$ cat config.mk
export PLATFORM = sky130hd
export DESIGN_NAME = block_buffer_tag_manager
export DESIGN_NICKNAME = d
export VERILOG_FILES = /design/src/hw/rtl/bbtm_pkg.sv /design/src/hw/rtl/bbtm_ctrl.sv /design/src/hw/rtl/bbtm_datapath.sv /design/src/hw/rtl/block_buffer_tag_manager.sv
export SDC_FILE = /design/constraint.sdc
export NUM_CORES = 2
export LEC_CHECK = 0
export ABC_AREA = 1
export BUFFER_PORTS_ARGS = -buffer_cell sky130_fd_sc_hd__buf_2
export CORE_AREA = 3 3 480 482
export DETAILED_ROUTE_END_ITERATION = 10
export DIE_AREA = 0 0 483 485
export PLACE_DENSITY = 0.49
export SLEW_MARGIN = 10
export SYNTH_ARGS = -nofsm -noshare
export SYNTH_HDL_FRONTEND = slang
export SYNTH_SLANG_ARGS = --single-unit
$ cat constraint.sdc
create_clock -name clk_i -period 15.7 [get_ports clk_i]
set_clock_uncertainty 0.1 [all_clocks]
set_input_delay 3.14 -clock clk_i [delete_from_list [all_inputs] [get_ports clk_i]]
set_output_delay 3.14 -clock clk_i [all_outputs]
set_load 0.05 [all_outputs]
$ cat src/hw/rtl/bbtm_pkg.sv
// Shared types and constants for the block buffer tag manager.
// Used by bbtm_ctrl, bbtm_datapath and block_buffer_tag_manager; no dependencies.
package bbtm_pkg;

  localparam int SLOT_COUNT      = 32;
  localparam int MAX_DISK_BLOCKS = 8192;
  localparam int AGE_BITS        = 16;

  localparam int BLK_W      = 14;
  localparam int OP_W       = 2;
  localparam int STATUS_W   = 2;
  localparam int OUT_SLOT_W = 5;
  localparam int OUT_WB_W   = 13;
  localparam int IN_DATA_W  = 16;
  localparam int OUT_DATA_W = 24;

  localparam int SLOT_W = $clog2(SLOT_COUNT);
  localparam int TREE_N = 1 << SLOT_W;
  localparam int TREE_L1 = (SLOT_W + 1) / 2;
  localparam int TREE_L2 = SLOT_W - TREE_L1;
  localparam int CAND_N = TREE_N >> TREE_L1;
  localparam int TAG_W  = ($clog2(MAX_DISK_BLOCKS) < BLK_W) ? $clog2(MAX_DISK_BLOCKS) : BLK_W;

  localparam logic [BLK_W-1:0] DISK_COUNT_RESET = BLK_W'(8192);

  typedef enum logic [OP_W-1:0] {
    OP_ALLOC     = 2'd0,
    OP_LOOKUP    = 2'd1,
    OP_SET_DIRTY = 2'd2
  } op_e;

  typedef enum logic [STATUS_W-1:0] {
    STAT_OK   = 2'd0,
    STAT_OOB  = 2'd1,
    STAT_MISS = 2'd2
  } status_e;

  typedef enum logic [1:0] {
    S_IDLE,
    S_SEARCH,
    S_DECIDE
  } fsm_e;

  typedef struct packed {
    logic capture;
    logic search;
    logic commit;
  } ctrl_cmd_t;

  typedef struct packed {
    logic out_free;
  } dp_stat_t;

endpackage

$ cat src/hw/rtl/bbtm_ctrl.sv
// Request sequencer for the block buffer tag manager.
// Depends on bbtm_pkg; drives bbtm_datapath through ctrl_cmd_t.
module bbtm_ctrl
  import bbtm_pkg::*;
(
  input  logic      clk_i,
  input  logic      rst_ni,
  input  logic      in_valid_i,
  output logic      in_ready_o,
  input  dp_stat_t  stat_i,
  output ctrl_cmd_t cmd_o
);

  fsm_e state_q, state_d;

  always_ff @(posedge clk_i or negedge rst_ni) begin
    if (!rst_ni) begin
      state_q <= S_IDLE;
    end else begin
      state_q <= state_d;
    end
  end

  always_comb begin
    state_d    = state_q;
    in_ready_o = 1'b0;
    cmd_o      = '0;
    unique case (state_q)
      S_IDLE: begin
        in_ready_o = 1'b1;
        if (in_valid_i) begin
          cmd_o.capture = 1'b1;
          state_d       = S_SEARCH;
        end
      end
      S_SEARCH: begin
        cmd_o.search = 1'b1;
        state_d      = S_DECIDE;
      end
      S_DECIDE: begin
        if (stat_i.out_free) begin
          cmd_o.commit = 1'b1;
          in_ready_o   = 1'b1;
          if (in_valid_i) begin
            cmd_o.capture = 1'b1;
            state_d       = S_SEARCH;
          end else begin
            state_d = S_IDLE;
          end
        end
      end
      default: state_d = S_IDLE;
    endcase
  end

endmodule

$ cat src/hw/rtl/bbtm_datapath.sv
// Slot tables, tag match, free-slot search, age max tree and result register.
// Depends on bbtm_pkg; sequenced by bbtm_ctrl.
module bbtm_datapath
  import bbtm_pkg::*;
(
  input  logic                  clk_i,
  input  logic                  rst_ni,
  input  ctrl_cmd_t             cmd_i,
  output dp_stat_t              stat_o,
  input  logic [OP_W-1:0]       req_op_i,
  input  logic [BLK_W-1:0]      req_blk_i,
  input  logic                  cfg_we_i,
  input  logic [BLK_W-1:0]      cfg_wdata_i,
  output logic                  out_valid_o,
  input  logic                  out_ready_i,
  output logic [STATUS_W-1:0]   out_status_o,
  output logic [OUT_SLOT_W-1:0] out_slot_o,
  output logic                  out_wb_valid_o,
  output logic [OUT_WB_W-1:0]   out_wb_block_o
);

  logic [BLK_W-1:0]    disk_count_q;
  logic [OP_W-1:0]     req_op_q;
  logic [BLK_W-1:0]    req_blk_q;

  logic                used_q  [SLOT_COUNT];
  logic                dirty_q [SLOT_COUNT];
  logic [AGE_BITS-1:0] age_q   [SLOT_COUNT];
  logic [TAG_W-1:0]    tag_q   [SLOT_COUNT];
  logic [AGE_BITS-1:0] aged    [SLOT_COUNT];

  logic                oob_q, hit_found_q, free_found_q;
  logic [SLOT_W-1:0]   hit_idx_q, free_idx_q;
  logic [AGE_BITS-1:0] cand_age_q [CAND_N];
  logic [SLOT_W-1:0]   cand_idx_q [CAND_N];

  logic [BLK_W-1:0]    bound;
  logic                oob_d, hit_found_d, free_found_d;
  logic [SLOT_W-1:0]   hit_idx_d, free_idx_d;
  logic [AGE_BITS-1:0] t_age [TREE_N];
  logic [SLOT_W-1:0]   t_idx [TREE_N];
  logic [AGE_BITS-1:0] c_age [CAND_N];
  logic [SLOT_W-1:0]   c_idx [CAND_N];
  logic [SLOT_W-1:0]   victim_idx, pick_idx;
  logic                is_alloc, is_set_dirty;

  logic                out_valid_q;
  logic [STATUS_W-1:0] out_status_q;
  logic [OUT_SLOT_W-1:0] out_slot_q;
  logic                out_wb_valid_q;
  logic [OUT_WB_W-1:0] out_wb_block_q;

  assign stat_o.out_free = !out_valid_q || out_ready_i;
  assign is_alloc        = (req_op_q == OP_ALLOC);
  assign is_set_dirty    = (req_op_q == OP_SET_DIRTY);

  always_ff @(posedge clk_i or negedge rst_ni) begin
    if (!rst_ni) begin
      disk_count_q <= DISK_COUNT_RESET;
    end else if (cfg_we_i) begin
      disk_count_q <= cfg_wdata_i;
    end
  end

  always_ff @(posedge clk_i) begin
    if (cmd_i.capture) begin
      req_op_q  <= req_op_i;
      req_blk_q <= req_blk_i;
    end
  end

  // search stage: bound check, tag match, first free slot, upper levels of age tree
  always_comb begin
    bound = disk_count_q;
    if (32'(disk_count_q) > MAX_DISK_BLOCKS) begin
      bound = BLK_W'(MAX_DISK_BLOCKS);
    end
    oob_d = (req_blk_q >= bound);

    hit_found_d  = 1'b0;
    hit_idx_d    = '0;
    free_found_d = 1'b0;
    free_idx_d   = '0;
    for (int i = SLOT_COUNT - 1; i >= 0; i--) begin
      if (used_q[i] && (tag_q[i] == req_blk_q[TAG_W-1:0])) begin
        hit_found_d = 1'b1;
        hit_idx_d   = SLOT_W'(i);
      end
      if (!used_q[i]) begin
        free_found_d = 1'b1;
        free_idx_d   = SLOT_W'(i);
      end
    end
  end

  always_comb begin
    for (int i = 0; i < SLOT_COUNT; i++) begin
      aged[i] = (age_q[i] == '1) ? age_q[i] : age_q[i] + AGE_BITS'(1);
    end
  end

  always_comb begin
    for (int i = 0; i < TREE_N; i++) begin
      t_age[i] = '0;
      t_idx[i] = SLOT_W'(i);
    end
    for (int i = 0; i < SLOT_COUNT; i++) begin
      t_age[i] = aged[i];
    end
    for (int lv = 0; lv < TREE_L1; lv++) begin
      for (int j = 0; j < (TREE_N >> (lv + 1)); j++) begin
        if (t_age[2*j+1] > t_age[2*j]) begin
          t_age[j] = t_age[2*j+1];
          t_idx[j] = t_idx[2*j+1];
        end else begin
          t_age[j] = t_age[2*j];
          t_idx[j] = t_idx[2*j];
        end
      end
    end
  end

  always_ff @(posedge clk_i) begin
    if (cmd_i.search) begin
      oob_q        <= oob_d;
      hit_found_q  <= hit_found_d;
      hit_idx_q    <= hit_idx_d;
      free_found_q <= free_found_d;
      free_idx_q   <= free_idx_d;
      for (int j = 0; j < CAND_N; j++) begin
        cand_age_q[j] <= t_age[j];
        cand_idx_q[j] <= t_idx[j];
      end
    end
  end

  // decide stage: lower levels of age tree, slot choice
  always_comb begin
    for (int j = 0; j < CAND_N; j++) begin
      c_age[j] = cand_age_q[j];
      c_idx[j] = cand_idx_q[j];
    end
    for (int lv = 0; lv < TREE_L2; lv++) begin
      for (int j = 0; j < (CAND_N >> (lv + 1)); j++) begin
        if (c_age[2*j+1] > c_age[2*j]) begin
          c_age[j] = c_age[2*j+1];
          c_idx[j] = c_idx[2*j+1];
        end else begin
          c_age[j] = c_age[2*j];
          c_idx[j] = c_idx[2*j];
        end
      end
    end
    victim_idx = c_idx[0];
    pick_idx   = free_found_q ? free_idx_q : victim_idx;
  end

  always_ff @(posedge clk_i or negedge rst_ni) begin
    if (!rst_ni) begin
      for (int i = 0; i < SLOT_COUNT; i++) begin
        used_q[i]  <= 1'b0;
        dirty_q[i] <= 1'b0;
        age_q[i]   <= '0;
      end
    end else if (cmd_i.commit && !oob_q) begin
      if (is_alloc) begin
        for (int i = 0; i < SLOT_COUNT; i++) begin
          age_q[i] <= aged[i];
        end
        age_q[pick_idx]   <= '0;
        used_q[pick_idx]  <= 1'b1;
        dirty_q[pick_idx] <= 1'b0;
      end else if (is_set_dirty && hit_found_q) begin
        dirty_q[hit_idx_q] <= 1'b1;
      end
    end
  end

  always_ff @(posedge clk_i) begin
    if (cmd_i.commit && !oob_q && is_alloc) begin
      tag_q[pick_idx] <= req_blk_q[TAG_W-1:0];
    end
  end

  always_ff @(posedge clk_i or negedge rst_ni) begin
    if (!rst_ni) begin
      out_valid_q <= 1'b0;
    end else if (cmd_i.commit) begin
      out_valid_q <= 1'b1;
    end else if (out_ready_i) begin
      out_valid_q <= 1'b0;
    end
  end

  always_ff @(posedge clk_i) begin
    if (cmd_i.commit) begin
      out_status_q   <= STAT_OK;
      out_slot_q     <= '0;
      out_wb_valid_q <= 1'b0;
      out_wb_block_q <= '0;
      if (oob_q) begin
        out_status_q <= STAT_OOB;
      end else if (is_alloc) begin
        out_slot_q <= OUT_SLOT_W'(pick_idx);
        if (!free_found_q && dirty_q[victim_idx]) begin
          out_wb_valid_q <= 1'b1;
          out_wb_block_q <= OUT_WB_W'(tag_q[victim_idx]);
        end
      end else if (hit_found_q) begin
        out_slot_q <= OUT_SLOT_W'(hit_idx_q);
      end else begin
        out_status_q <= STAT_MISS;
      end
    end
  end

  assign out_valid_o    = out_valid_q;
  assign out_status_o   = out_status_q;
  assign out_slot_o     = out_slot_q;
  assign out_wb_valid_o = out_wb_valid_q;
  assign out_wb_block_o = out_wb_block_q;

endmodule

$ cat src/hw/rtl/block_buffer_tag_manager.sv
// Top level of the block buffer tag manager: stream ports and configuration write.
// Depends on bbtm_pkg, bbtm_ctrl and bbtm_datapath.

// Tag manager for a buffer of 32 disk-block slots; it evicts the slot least
// recently allocated. Each request item (allocate, lookup, set-dirty) yields
// exactly one result item. A request passes the search stage (bound check,
// parallel tag compare, first-free-slot encode, upper levels of the age max
// tree) and then the decide stage (lower levels of the tree, table update,
// result load). The next item is taken while the last one is in the decide
// stage, before it is through. The block stalls in the decide stage only
// while the result register is full and not taken.
// disk_block_count may be written only while no request is in flight.
module block_buffer_tag_manager
  import bbtm_pkg::*;
(
  input  logic                  clk_i,
  input  logic                  rst_ni,
  input  logic                  cfg_we_i,
  input  logic [BLK_W-1:0]      cfg_wdata_i,    // disk_block_count
  input  logic                  s_axis_tvalid,
  output logic                  s_axis_tready,
  input  logic [IN_DATA_W-1:0]  s_axis_tdata,   // operation[1:0], block_num[15:2]
  output logic                  m_axis_tvalid,
  input  logic                  m_axis_tready,
  output logic [OUT_DATA_W-1:0] m_axis_tdata    // status[1:0], slot_index[6:2],
                                                // writeback_valid[7],
                                                // writeback_block[20:8], zero[23:21]
);

  ctrl_cmd_t             cmd;
  dp_stat_t              stat;
  logic [STATUS_W-1:0]   status;
  logic [OUT_SLOT_W-1:0] slot_index;
  logic                  writeback_valid;
  logic [OUT_WB_W-1:0]   writeback_block;

  bbtm_ctrl u_ctrl (
    .clk_i      (clk_i),
    .rst_ni     (rst_ni),
    .in_valid_i (s_axis_tvalid),
    .in_ready_o (s_axis_tready),
    .stat_i     (stat),
    .cmd_o      (cmd)
  );

  bbtm_datapath u_datapath (
    .clk_i          (clk_i),
    .rst_ni         (rst_ni),
    .cmd_i          (cmd),
    .stat_o         (stat),
    .req_op_i       (s_axis_tdata[OP_W-1:0]),
    .req_blk_i      (s_axis_tdata[OP_W+BLK_W-1:OP_W]),
    .cfg_we_i       (cfg_we_i),
    .cfg_wdata_i    (cfg_wdata_i),
    .out_valid_o    (m_axis_tvalid),
    .out_ready_i    (m_axis_tready),
    .out_status_o   (status),
    .out_slot_o     (slot_index),
    .out_wb_valid_o (writeback_valid),
    .out_wb_block_o (writeback_block)
  );

  assign m_axis_tdata = {3'b000, writeback_block, writeback_valid, slot_index, status};

endmodule
==> summary.txt <==
STA
  • Min Tclk post-route: 9.91 ns
  • Final period utilization: 0.631
  • Final setup vio count: 0
  • Slew Limit Fails: 0
  • Final hold vios: 0
  • Slew HR: 0.171
  • Setup TNS: 0 ns
  • Unrepaired setup endpoints after global routing: false
  • Worst-Margin Slew: 1.24 ns
  • FMAX: 101 MHz

Floorplan
  • FP Rows: 175
  • DIE WIDTH: 483 um
  • Die H: 485 um
  • I/O Pins: 61
  • Die ar.: 234000 um2
  • Placeable Area: 227000 um2
  • Initial core utilization: 0.349

Min path
  • Worst min path class: flop to flop
  • Hold Path Depth: 2

Worst setup path
  • Critical path fanouts, max: 32
  • Crit. End Element: flop
  • Crit-path max cell delay: 0.75 ns
  • CP bufs+invs: 4
  • Crit path arrival time: 10.32 ns
  • Levels on crit path: 36
  • Top Family by Delay on Critical Path: simple AND/OR/NAND/NOR gates
  • WS Path Type: flop to flop
  • Worst EP required: 16.10 ns
  • Worst Setup Start Kind: flop
  • Crit-path slowest cell: inv_1
  • Worst r2r path cells: 36

CTS
  • Post-CTS Repair Setup Buffers: 0
  • CTS tree: done
  • CTS Hold Bufs: 0
  • Clock root buffer: clkbuf_16
  • Cts repair resizes: 0
  • H-tree levels: 4
  • Maximum root-to-sink buffer count: 3
  • Clk Latency, worst-skew pair: 0.84 ns
  • Clock Sinks: 1135
  • Reg clk slew, reported paths: 0.06 ns
  • CTS Buf Count: 147

Logic synthesis
  • Syn Area/Cell: 7.74 um2
  • Cells after Synth: 10200
  • Synth unique cells: 88
  • Register area share after synthesis: 0.393
  • Primary FF master, synth: dfrtp_1
  • Post-synthesis async set-or-reset flop share: 0.522
  • Commonest cells in the synthesized netlist: nand2_1, inv_1, o21ai_0
  • Register bit total from synthesis: 1135
  • Post-Syn Area: 79100 um2
  • Synth area leader: edfxtp_1
  • Main area contributors after synthesis: edfxtp_1, dfrtp_1, nand2_1
  • Most common cell in the synthesized netlist: nand2_1
  • Ys Warns: 0
  • Area fraction of the dominant cell type after synthesis: 0.206
  • Post-synth EDFFs: 542

Route
  • Routed len/inst: 20.6 um
  • Drt first pass iters: 6
  • WL met2: 124000 um
  • DR WL met3: 16200 um
  • Routed vias: 72100
  • ANT nets after route: 0
  • DR iter-0 viols: 6533
  • Highest routed layer: met5
  • DRC violations left: 0
  • Wl on met1: 124000 um
  • Vias per cell: 5.43
  • WL final: 273000 um

Global route
  • Initial antenna violation count: 13
  • Pin count of the biggest net entering global routing: 177
  • Global-route wire length before repair: 417000 um
  • Grt total ovfl: 0
  • Number of global-route vias before repair: 69000
  • Tot GR Track Use: 0.227

Placement
  • Hpwl dp: 197000 um
  • RePlAce Congestion: 0.929
  • Buffers on Ports: 57

Run status
  • Status: complete, no violations

Job
  • Max-Cap Viols: 0

Final layout
  • Area grow syn2layout: 10.7%
  • NumNets Final: 10600
  • Fraction of layout cells with a size suffix above 1: 0.0670
## worst min-delay path, cell delays in order (launching register included)
cell and delay, ns:
dfrtp_1 0.34, nand2_1 0.05, o31ai_1 0.06
## per-stage QoR
| step | instances | hold WS, ns | worst slack (ns) | utilization | area, um2 |
|---|---|---|---|---|---|
| 2_1_floorplan | 10200 | 0.352 | 8.48 | - | 79200 |
| 3_3_place_gp | 13000 | 0.371 | 5.71 | 0.363 | 82400 |
| 3_5_place_dp | 13000 | 0.371 | 5.60 | 0.363 | 82400 |
| 4_1_cts | 13300 | 0.387 | 5.54 | 0.386 | 87600 |
| 5_1_grt | 13300 | 0.415 | 4.88 | 0.386 | 87600 |
| 6_report | 13300 | 0.386 | 5.79 | 0.386 | 87600 |
## logic make-up after synthesis
family | Yosys count | share of synthesized area
simple gates | 4152 | 0.233
compound gates | 2326 | 0.172
buf+inv | 1799 | 0.0882
flops | 1135 | 0.393
fa+ha+maj | 478 | 0.0756
xor+xnor | 330 | 0.0370
mux | 9 | 0.00125
other cells | 1 | 0.0000474
## cell type report
type / count / area [um2]
Antenna cell: 5 / 12.5
Clock buffer: 180 / 3980
Clock inverter: 95 / 1220
Fill cell: 23400 / 139000
Inverter: 1380 / 5200
Multi-Input combinational cell: 7298 / 41100
Sequential cell: 1135 / 31100
Tap cell: 3009 / 3760
Timing Repair Buffer: 168 / 1170
## flip-flops by register name, indices dropped and copies added (netlist names), 2 cells and up
signal,count
u_datapath.req_blk_q,14
u_datapath.disk_count_q,14
u_datapath.out_wb_block_o,13
u_datapath.tag_q,416
u_ctrl.state_q,2
u_datapath.cand_age_q,64
u_datapath.dirty_q,32
u_datapath.req_op_q,2
u_datapath.used_q,32
u_datapath.hit_idx_q,5
u_datapath.free_idx_q,5
u_datapath.out_slot_o,5
u_datapath.out_status_o,2
u_datapath.age_q,512
u_datapath.cand_idx_q,12
## worst paths after layout
check / endpoint / slack [ns] / from
worst min-delay path: u_datapath.age_q[57] / 0.39 / u_datapath.age_q[57]
max in group asynchronous: u_datapath.age_q[425] / 10.30 / rst_ni
min in group asynchronous: u_datapath.disk_count_q[11] / 2.21 / rst_ni
worst max register to register: u_datapath.cand_idx_q[3][0] / 5.79 / u_datapath.age_q[33]
worst min register to register: u_datapath.age_q[57] / 0.39 / u_datapath.age_q[57]
worst max-delay path: u_datapath.cand_idx_q[3][0] / 5.79 / u_datapath.age_q[33]
## per-layer routing
layer / up-vias / global-route usage
met5: - / 0
met4: 4 / 0.0717
met3: 440 / 0.0306
met2: 2138 / 0.368
met1: 34500 / 0.313
li1: 35000 / -
## placed cells by master (no fill, tap or decap), types with 27 or more instances in the layout
cell type  count
nand2_1     1861
inv_1       1336
o21ai_0     1028
nand3_1      788
nor2_1       757
dfrtp_1      592
edfxtp_1     542
ha_1         478
a21oi_1      388
xor2_1       268
nor3_1       260
o22ai_1      198
nand4_1      169
o211ai_1     163
o21ai_1      147
clkbuf_16    147
nor4_1       107
buf_4        107
xnor2_1       57
buf_2         56
o31ai_1       50
o221ai_1      48
or2_2         46
a211oi_1      37
a21oi_2       36
a31oi_1       35
o21ai_2       35
a221oi_1      33
inv_2         31
clkinv_2      31
clkinv_1      27
nand3b_1      27
Power is not shown: default switching activity piles up to over one toggle a cycle in this logic, so the estimate is an artifact.
